==> src/hw/rtl/pee_pkg.sv <==
// shared types, constants and decode helpers for the prefix expression evaluator
`timescale 1ns / 1ps

package pee_pkg;

	// default number of pending operators the stack can hold
	localparam int STACK_DEPTH = 64;

	// ascii codes of the operand base and the arithmetic operators
	localparam logic [7:0] SYM_ZERO  = 8'h30;
	localparam logic [7:0] SYM_NINE  = 8'h39;
	localparam logic [7:0] SYM_PLUS  = 8'h2B;
	localparam logic [7:0] SYM_MINUS = 8'h2D;
	localparam logic [7:0] SYM_STAR  = 8'h2A;
	localparam logic [7:0] SYM_SLASH = 8'h2F;

	typedef enum logic [1:0] {
		STATUS_OK        = 2'd0,
		STATUS_DIV_ZERO  = 2'd1,
		STATUS_MALFORMED = 2'd2
	} status_t;

	typedef struct packed {
		logic [7:0] symbol;
		logic       last_symbol;
	} sym_req_t;

	typedef struct packed {
		logic signed [31:0] value;
		status_t            status;
	} res_t;

	// one stack entry: pending operator, left operand flag and left operand
	typedef struct packed {
		logic [7:0]  op;
		logic        present;
		logic [31:0] left;
	} stack_entry_t;

	typedef enum logic [2:0] {
		ALU_ADD,
		ALU_SUB,
		ALU_MUL,
		ALU_DIV,
		ALU_ZERO
	} alu_op_t;

	typedef struct packed {
		logic        start;
		alu_op_t     op;
		logic [31:0] a;
		logic [31:0] b;
	} alu_req_t;

	typedef struct packed {
		logic        done;
		logic [31:0] value;
		logic        div_zero;
	} alu_rsp_t;

	typedef enum logic [2:0] {
		ST_IDLE,
		ST_SCAN,
		ST_CHECK,
		ST_ALU,
		ST_FINISH
	} ctrl_state_t;

	typedef enum logic [1:0] {
		ALU_ST_IDLE,
		ALU_ST_SHIFT,
		ALU_ST_FIX,
		ALU_ST_DONE
	} alu_state_t;

	// operand digits '0' to '9'
	function automatic logic is_digit(input logic [7:0] sym);
		is_digit = (sym >= SYM_ZERO) && (sym <= SYM_NINE);
	endfunction

	// map an operator symbol to the shared unit operation
	function automatic alu_op_t decode_op(input logic [7:0] sym);
		alu_op_t op;
		case (sym)
			SYM_PLUS:  op = ALU_ADD;
			SYM_MINUS: op = ALU_SUB;
			SYM_STAR:  op = ALU_MUL;
			SYM_SLASH: op = ALU_DIV;
			default:   op = ALU_ZERO;
		endcase
		decode_op = op;
	endfunction

endpackage

==> src/hw/rtl/pee_ram.sv <==
// generic single write port ram with registered read
`timescale 1ns / 1ps

module pee_ram #(
	parameter int WIDTH = 8,
	parameter int DEPTH = 64
) (
	input  logic                     clk,
	input  logic                     we,
	input  logic [$clog2(DEPTH)-1:0] waddr,
	input  logic [WIDTH-1:0]         wdata,
	input  logic [$clog2(DEPTH)-1:0] raddr,
	output logic [WIDTH-1:0]         rdata_q
);

	logic [WIDTH-1:0] mem [DEPTH];

	// write port
	always_ff @(posedge clk) begin
		if (we) begin
			mem[waddr] <= wdata;
		end
	end

	// registered read port
	always_ff @(posedge clk) begin
		rdata_q <= mem[raddr];
	end

endmodule

==> src/hw/rtl/pee_alu.sv <==
// shared arithmetic unit: add, subtract, multiply and bit-serial signed divide
`timescale 1ns / 1ps

module pee_alu (
	input  logic              clk,
	input  logic              arst_n,
	input  pee_pkg::alu_req_t req,
	output pee_pkg::alu_rsp_t rsp
);

	pee_pkg::alu_state_t state_q, state_d;

	logic [31:0] result_q, result_d;
	logic        dz_q, dz_d;
	logic [31:0] rem_q, rem_d;
	logic [31:0] quo_q, quo_d;
	logic [31:0] dvs_q, dvs_d;
	logic        neg_q, neg_d;
	logic [4:0]  cnt_q, cnt_d;

	logic [32:0] partial;
	logic [33:0] diff;

	// one restoring step per cycle
	assign partial = {rem_q, quo_q[31]};
	assign diff    = {1'b0, partial} - {2'b00, dvs_q};

	// next state and datapath
	always_comb begin
		state_d  = state_q;
		result_d = result_q;
		dz_d     = dz_q;
		rem_d    = rem_q;
		quo_d    = quo_q;
		dvs_d    = dvs_q;
		neg_d    = neg_q;
		cnt_d    = cnt_q;
		unique case (state_q)
			pee_pkg::ALU_ST_IDLE: begin
				if (req.start) begin
					dz_d    = 1'b0;
					state_d = pee_pkg::ALU_ST_DONE;
					case (req.op)
						pee_pkg::ALU_ADD: result_d = req.a + req.b;
						pee_pkg::ALU_SUB: result_d = req.a - req.b;
						pee_pkg::ALU_MUL: result_d = req.a * req.b;
						pee_pkg::ALU_DIV: begin
							if (req.b == 32'd0) begin
								result_d = 32'd0;
								dz_d     = 1'b1;
							end else begin
								rem_d   = 32'd0;
								quo_d   = req.a[31] ? (32'd0 - req.a) : req.a;
								dvs_d   = req.b[31] ? (32'd0 - req.b) : req.b;
								neg_d   = req.a[31] ^ req.b[31];
								cnt_d   = 5'd0;
								state_d = pee_pkg::ALU_ST_SHIFT;
							end
						end
						default: result_d = 32'd0;
					endcase
				end
			end
			pee_pkg::ALU_ST_SHIFT: begin
				if (!diff[33]) begin
					rem_d = diff[31:0];
					quo_d = {quo_q[30:0], 1'b1};
				end else begin
					rem_d = partial[31:0];
					quo_d = {quo_q[30:0], 1'b0};
				end
				cnt_d = cnt_q + 5'd1;
				if (cnt_q == 5'd31) begin
					state_d = pee_pkg::ALU_ST_FIX;
				end
			end
			pee_pkg::ALU_ST_FIX: begin
				result_d = neg_q ? (32'd0 - quo_q) : quo_q;
				state_d  = pee_pkg::ALU_ST_DONE;
			end
			pee_pkg::ALU_ST_DONE: begin
				state_d = pee_pkg::ALU_ST_IDLE;
			end
			default: state_d = pee_pkg::ALU_ST_IDLE;
		endcase
	end

	// state register
	always_ff @(posedge clk or negedge arst_n) begin
		if (!arst_n) begin
			state_q <= pee_pkg::ALU_ST_IDLE;
		end else begin
			state_q <= state_d;
		end
	end

	// datapath registers
	always_ff @(posedge clk) begin
		result_q <= result_d;
		dz_q     <= dz_d;
		rem_q    <= rem_d;
		quo_q    <= quo_d;
		dvs_q    <= dvs_d;
		neg_q    <= neg_d;
		cnt_q    <= cnt_d;
	end

	assign rsp.done     = (state_q == pee_pkg::ALU_ST_DONE);
	assign rsp.value    = result_q;
	assign rsp.div_zero = dz_q;

endmodule

==> src/hw/rtl/prefix_expression_evaluator.sv <==
// top level: sequencer and operator stack of the prefix expression evaluator
`timescale 1ns / 1ps

// Evaluates a prefix expression fed one ASCII symbol per request, the last
// symbol flagged; one result (value and status) follows the flagged request.
// Pending operators and their left operands live in a ram of STACK_DEPTH
// entries; one shared arithmetic unit does every reduction. An operator is
// pushed; a digit reduces with each pending operator that already holds a
// left operand, then completes the expression or waits as the left operand
// of the next one. The divider produces one quotient bit per cycle. A new
// request is accepted while the previous result still waits to be taken.
// No clearing pass is needed after reset.
module prefix_expression_evaluator #(
	parameter int STACK_DEPTH = pee_pkg::STACK_DEPTH
) (
	input  logic              clk,
	input  logic              arst_n,
	input  logic              sym_valid,
	output logic              sym_ready,
	input  pee_pkg::sym_req_t sym,
	output logic              res_valid,
	input  logic              res_ready,
	output pee_pkg::res_t     res
);

	localparam int AW = $clog2(STACK_DEPTH);
	localparam int LW = $clog2(STACK_DEPTH + 1);
	localparam int EW = $bits(pee_pkg::stack_entry_t);

	pee_pkg::ctrl_state_t state_q, state_d;

	logic [LW-1:0]    level_q, level_d;
	logic             done_q, done_d;
	pee_pkg::status_t err_q, err_d;
	logic             last_q, last_d;
	logic             res_valid_q, res_valid_d;
	logic [31:0]      final_q, final_d;
	logic [31:0]      v_q, v_d;
	pee_pkg::res_t    res_q, res_d;

	logic                  ram_we;
	logic [AW-1:0]         ram_waddr;
	pee_pkg::stack_entry_t ram_wentry;
	logic [EW-1:0]         ram_rdata;
	logic [AW-1:0]         top_addr;
	logic [LW-1:0]         level_m1;
	pee_pkg::stack_entry_t top_entry;

	pee_pkg::alu_req_t alu_req;
	pee_pkg::alu_rsp_t alu_rsp;

	// address of the top pending operator
	assign level_m1  = level_q - LW'(1);
	assign top_addr  = level_m1[AW-1:0];
	assign top_entry = pee_pkg::stack_entry_t'(ram_rdata);

	pee_ram #(
		.WIDTH(EW),
		.DEPTH(STACK_DEPTH)
	) u_stack (
		.clk    (clk),
		.we     (ram_we),
		.waddr  (ram_waddr),
		.wdata  (EW'(ram_wentry)),
		.raddr  (top_addr),
		.rdata_q(ram_rdata)
	);

	pee_alu u_alu (
		.clk   (clk),
		.arst_n(arst_n),
		.req   (alu_req),
		.rsp   (alu_rsp)
	);

	assign sym_ready = (state_q == pee_pkg::ST_IDLE);

	// sequencer: next state, stack access and reductions
	always_comb begin
		state_d     = state_q;
		level_d     = level_q;
		done_d      = done_q;
		err_d       = err_q;
		last_d      = last_q;
		final_d     = final_q;
		v_d         = v_q;
		res_d       = res_q;
		res_valid_d = res_valid_q && !res_ready;
		ram_we      = 1'b0;
		ram_waddr   = top_addr;
		ram_wentry  = '{op: top_entry.op, present: 1'b1, left: v_q};
		alu_req     = '{start: 1'b0, op: pee_pkg::decode_op(top_entry.op),
			a: top_entry.left, b: v_q};
		unique case (state_q)
			pee_pkg::ST_IDLE: begin
				if (sym_valid) begin
					last_d  = sym.last_symbol;
					state_d = pee_pkg::ST_FINISH;
					if (!done_q) begin
						if (pee_pkg::is_digit(sym.symbol)) begin
							// digit value is the low nibble of its code
							v_d     = {28'd0, sym.symbol[3:0]};
							state_d = pee_pkg::ST_SCAN;
						end else if (level_q >= LW'(STACK_DEPTH)) begin
							err_d  = pee_pkg::STATUS_MALFORMED;
							done_d = 1'b1;
						end else begin
							ram_we     = 1'b1;
							ram_waddr  = level_q[AW-1:0];
							ram_wentry = '{op: sym.symbol, present: 1'b0, left: 32'd0};
							level_d    = level_q + LW'(1);
						end
					end
				end
			end
			pee_pkg::ST_SCAN: begin
				if (level_q == '0) begin
					final_d = v_q;
					done_d  = 1'b1;
					state_d = pee_pkg::ST_FINISH;
				end else begin
					state_d = pee_pkg::ST_CHECK;
				end
			end
			pee_pkg::ST_CHECK: begin
				if (!top_entry.present) begin
					// store the left operand and wait for the right one
					ram_we  = 1'b1;
					state_d = pee_pkg::ST_FINISH;
				end else begin
					alu_req.start = 1'b1;
					state_d       = pee_pkg::ST_ALU;
				end
			end
			pee_pkg::ST_ALU: begin
				if (alu_rsp.done) begin
					v_d     = alu_rsp.value;
					level_d = level_m1;
					if (alu_rsp.div_zero && (err_q == pee_pkg::STATUS_OK)) begin
						err_d = pee_pkg::STATUS_DIV_ZERO;
					end
					state_d = pee_pkg::ST_SCAN;
				end
			end
			pee_pkg::ST_FINISH: begin
				if (!last_q) begin
					state_d = pee_pkg::ST_IDLE;
				end else if (!res_valid_q || res_ready) begin
					if (!done_q) begin
						res_d = '{value: 32'sd0, status: pee_pkg::STATUS_MALFORMED};
					end else if (err_q != pee_pkg::STATUS_OK) begin
						res_d = '{value: 32'sd0, status: err_q};
					end else begin
						res_d = '{value: $signed(final_q), status: pee_pkg::STATUS_OK};
					end
					res_valid_d = 1'b1;
					// clear for the next expression
					level_d = '0;
					done_d  = 1'b0;
					err_d   = pee_pkg::STATUS_OK;
					final_d = 32'd0;
					state_d = pee_pkg::ST_IDLE;
				end
			end
			default: state_d = pee_pkg::ST_IDLE;
		endcase
	end

	// state register
	always_ff @(posedge clk or negedge arst_n) begin
		if (!arst_n) begin
			state_q <= pee_pkg::ST_IDLE;
		end else begin
			state_q <= state_d;
		end
	end

	// control registers
	always_ff @(posedge clk or negedge arst_n) begin
		if (!arst_n) begin
			level_q     <= '0;
			done_q      <= 1'b0;
			err_q       <= pee_pkg::STATUS_OK;
			last_q      <= 1'b0;
			res_valid_q <= 1'b0;
			final_q     <= 32'd0;
		end else begin
			level_q     <= level_d;
			done_q      <= done_d;
			err_q       <= err_d;
			last_q      <= last_d;
			res_valid_q <= res_valid_d;
			final_q     <= final_d;
		end
	end

	// payload registers
	always_ff @(posedge clk) begin
		v_q   <= v_d;
		res_q <= res_d;
	end

	assign res_valid = res_valid_q;
	assign res       = res_q;

endmodule
==> config.mk <==
export PLATFORM = sky130hd
export DESIGN_NAME = prefix_expression_evaluator
export DESIGN_NICKNAME = d
export VERILOG_FILES = /design/src/hw/rtl/pee_pkg.sv /design/src/hw/rtl/pee_ram.sv /design/src/hw/rtl/pee_alu.sv /design/src/hw/rtl/prefix_expression_evaluator.sv
export SDC_FILE = /design/constraint.sdc
export NUM_CORES = 2
export LEC_CHECK = 0
export BUFFER_PORTS_ARGS = -buffer_cell sky130_fd_sc_hd__buf_4
export CAP_MARGIN = 30
export CORE_MARGIN = 10
export CORE_UTILIZATION = 55
export CTS_BUF_LIST = sky130_fd_sc_hd__clkbuf_8
export CTS_CLUSTER_DIAMETER = 150
export DETAILED_ROUTE_END_ITERATION = 6
export HOLD_SLACK_MARGIN = 0.08
export PLACE_DENSITY = 0.71
export SKIP_LAST_GASP = 1
export SYNTH_ARGS = -nofsm -noshare
export SYNTH_HDL_FRONTEND = slang
export SYNTH_SLANG_ARGS = --single-unit
==> constraint.sdc <==
create_clock -name clk -period 10 [get_ports clk]
set_clock_uncertainty 0.1 [all_clocks]
set_input_delay 1 -clock clk [delete_from_list [all_inputs] [get_ports clk]]
set_output_delay 1 -clock clk [all_outputs]
set_load 0.05 [all_outputs]
==> results.md <==
* Run status: finished clean
* Number of buffers added by the clock tree synthesis step at roughly 460
* Critical path launch point type: flop
* Required arrival time at the worst endpoint at between 10000 and 15000 ps
* Buffer levels on the longest clock path at 4
* Final estimated routing congestion in global placement at 0.938
* Number of DRC violations after detailed routing at 0
* Compound-cell area share of the yosys netlist at 2.46%
* Commonest non-fill, non-tap cells in the layout: edfxtp_1, mux4_2, inv_1
* Avg WL per Cell at around 32 microns
* Mapped Area at around 130000 sq um
* Setup violations, final at 0
* Synthesized-area fraction occupied by adder cells at a little over 8%
* Net Count, Synth at roughly 8000
* Final count of pins violating max slew at 0
* Die extent in x at approximately 500 microns
* Main combinational cell family by area after synthesis: multiplexers
* Buffer type at the clock tree root: clkbuf_8
* Relative slew slack at between 20% and 30%
* Share of final-layout standard cells stronger than drive strength 1 at between 20% and 30%
* Number of nets with antenna violations after routing at 0
* Total Wirelength at ~360000 microns
* Row cnt at 180
* FMAX at 121 MHz
* Fraction of the mapped netlist area in simple logic gates at under 10%
* Initial Util at 55.2%
* Worst setup slack after layout at 1710 ps
* Transition time at the pin with the least slew margin at ~1100 ps
* Number of optimization iterations in the first detailed-route pass at 6
* Unrepaired setup endpoints after global routing: no
* Commonest non-fill, non-tap cell in the layout: edfxtp_1
* Largest fanout on the critical path at 22
* Critical Path Most Common Cell: fa_1
* Clock insertion delay at the later pin of the skew report at 1190 ps
* Sequential Area at approximately 87000 sq um
* Global routing usage on met3 at between 6 and 7%
* Post-placement cell count at ~10000
* Worst min-delay path class: in2reg
* Ys Warns at 0
* Count of mapped cells out of synthesis at roughly 7300
* Count of filler cells inserted in the layout at around 17000
* Number of hold violations in the final report at 0
* Pre-CTS setup slack at ~1800 ps
* Data arrival at the endpoint of the critical path at 9000 ps
* Number of distinct standard cells referenced by the synthesized netlist at 86
* DP HPWL at approximately 210000 microns
* Prevailing post-synth register cell: edfxtp_1
* Post-synthesis sequential area ratio at approximately 66%
* Async SR Flop Fraction at ~1.7%
* Share of cell area taken by muxes after synthesis at about 15%
* # H-tree levels at 5
* Synthesis-to-layout area growth at 11.2%
* Number of global-route vias before repair at around 73000
* First-pass GRT wire length at between 500000 and 600000 microns
* Per-cell via count in the routed design at around 6.4
* Clock slew at the register clock pins of the worst setup and hold paths at approximately 60 ps
* CP peak stage delay at between 1000 and 1500 ps
* Max Cap Viol at 0
* Vias at between 70000 and 80000
* Worst Path Class, Setup: reg2reg
* Tcrit/Tclk final at 82.9%
* Met2 Resource Use GR at 44.0%
* Multi-input logic area at approximately 43000 sq um
* Yosys reg bits at just under 3000
* Sinks on the clock net at 2915
* Boundary Pins at 49
* GRT Total Usage at ~27%
* Syn_area_per_cell at 18.1 sq um
* Largest net degree at the start of global routing at 150
* Post-layout nets at 8327
* Count of flip-flops with a built-in enable after synthesis at between 2000 and 3000
* Cell type group with the largest total delay on the critical path: adder cells
* Post-synthesis share of cell area spent on xor and xnor gates at under 10%
* Die outline height at ~510 microns
* Top Usage Layer GRT: met2
* Number of antenna violations at the first check in global routing at 14
* Number of buffer and inverter instances along the worst setup path at 6
* Capturing element type of the critical path: flop
* Core footprint at between 200000 and 250000 sq um
* Area of the die at 261000 sq um
* Starting DRC count in detailed routing at roughly 9400
* Final period demand of the worst path at roughly 8300 ps
* R2R Setup Slk at 1710 ps
* Clock tree from TritonCTS: done
* Post-route setup TNS at 0 ps
* Post-route worst hold slack at 195 ps
* Critical Path Slowest Stage Cell: edfxtp_1
* Non-filler instance count after layout at between 10000 and 15000
* Count of buffers from port buffering at between 40 and 50
* GR met1 Demand/Resource at between 30 and 40%
* Total congestion overflow after global routing at 0
-- flip-flops by register name, indices dropped and copies added, names as in the netlist, 3 cells and up --
name and count:
u_stack.mem 2624, u_stack.rdata_q 41, res 34, final_q 32
u_alu.dvs_q 32, u_alu.quo_q 32, u_alu.rem_q 32, u_alu.result_q 32
v_q 32, level_q 7, u_alu.cnt_q 5, state_q 3
-- tightest hold or removal path, cell delays in order --
cell	delay [ps]
buf_4	160
nand2_1	80
nand2_1	60
-- metrics by stage --
stage               cell area [sq um]  util, %
floorplan                      133000        -
global route                   147000     61.4
CTS                            147000     61.2
detailed placement             138000     57.6
global placement               138000     57.3
finish                         147000     61.4
-- area by class of cell --
cell class,count,area share [%]
diodes,4,0.00679
flip-flops and latches,2915,58.9
clock inverters,350,1.36
repair buffers,317,2.20
clock buffers,474,4.42
well taps,3185,2.70
inverters,448,1.14
multi-input cells,3568,29.2
-- path summary, 6_finish.rpt --
check	from	to	depth (start not counted)
worst max-delay path	v_q[8]$_SDFFCE_PP0P_	u_alu.result_q[31]$_DFFE_PP_	25
worst min-delay path	sym[2]	v_q[1]$_DFFE_PP_	3
worst max register to register	v_q[8]$_SDFFCE_PP0P_	u_alu.result_q[31]$_DFFE_PP_	25
worst min register to register	final_q[12]$_DFFE_PN0P_	final_q[12]$_DFFE_PN0P_	2
max in group asynchronous	arst_n	level_q[0]$_DFFE_PN0P_	2
min in group asynchronous	arst_n	final_q[19]$_DFFE_PN0P_	2
-- routing by layer --
layer	part of all wire [%]	wire (microns)	vias up
met1	36	130000	37609
met2	49	175000	4288
li1	-	-	29111
met3	11	38600	848
met4	4.7	16800	6
met5	0.011	41	-
-- cell families (layout without fill, tap and decap cells) --
group / after synthesis / in the layout
XOR/XNOR: 251 / 251
AO/OA/AOI/OAI: 492 / 492
other: 0 / 4
flip-flops: 2915 / 2915
adder cells (fa/ha/maj): 608 / 608
multiplexers: 886 / 886
AND/OR/NAND/NOR: 1331 / 1331
buffers and inverters: 862 / 1589
-- repair_timing --
item                      CTS  global route
gates resized for setup     0             0
hold buffers                3             0
setup buffers               0             0
hold endpoints to repair   51             0
-- cells in the mapped netlist, drive strengths merged, types with 57 or more instances --
cell type / n / area, sq um
edfxtp: 2825 / 84800
mux4: 861 / 19400
nand2: 487 / 1830
inv: 446 / 1670
fa: 410 / 8210
and2: 405 / 2530
clkbuf: 351 / 1320
ha: 198 / 2480
nor2: 190 / 713
xnor2: 141 / 1230
o21ai: 121 / 606
xor2: 109 / 955
a21oi: 107 / 536
buf: 63 / 260
nand3: 57 / 285
Power is not shown: default switching activity piles up to over one toggle a cycle in this logic, so the estimate is an artifact.
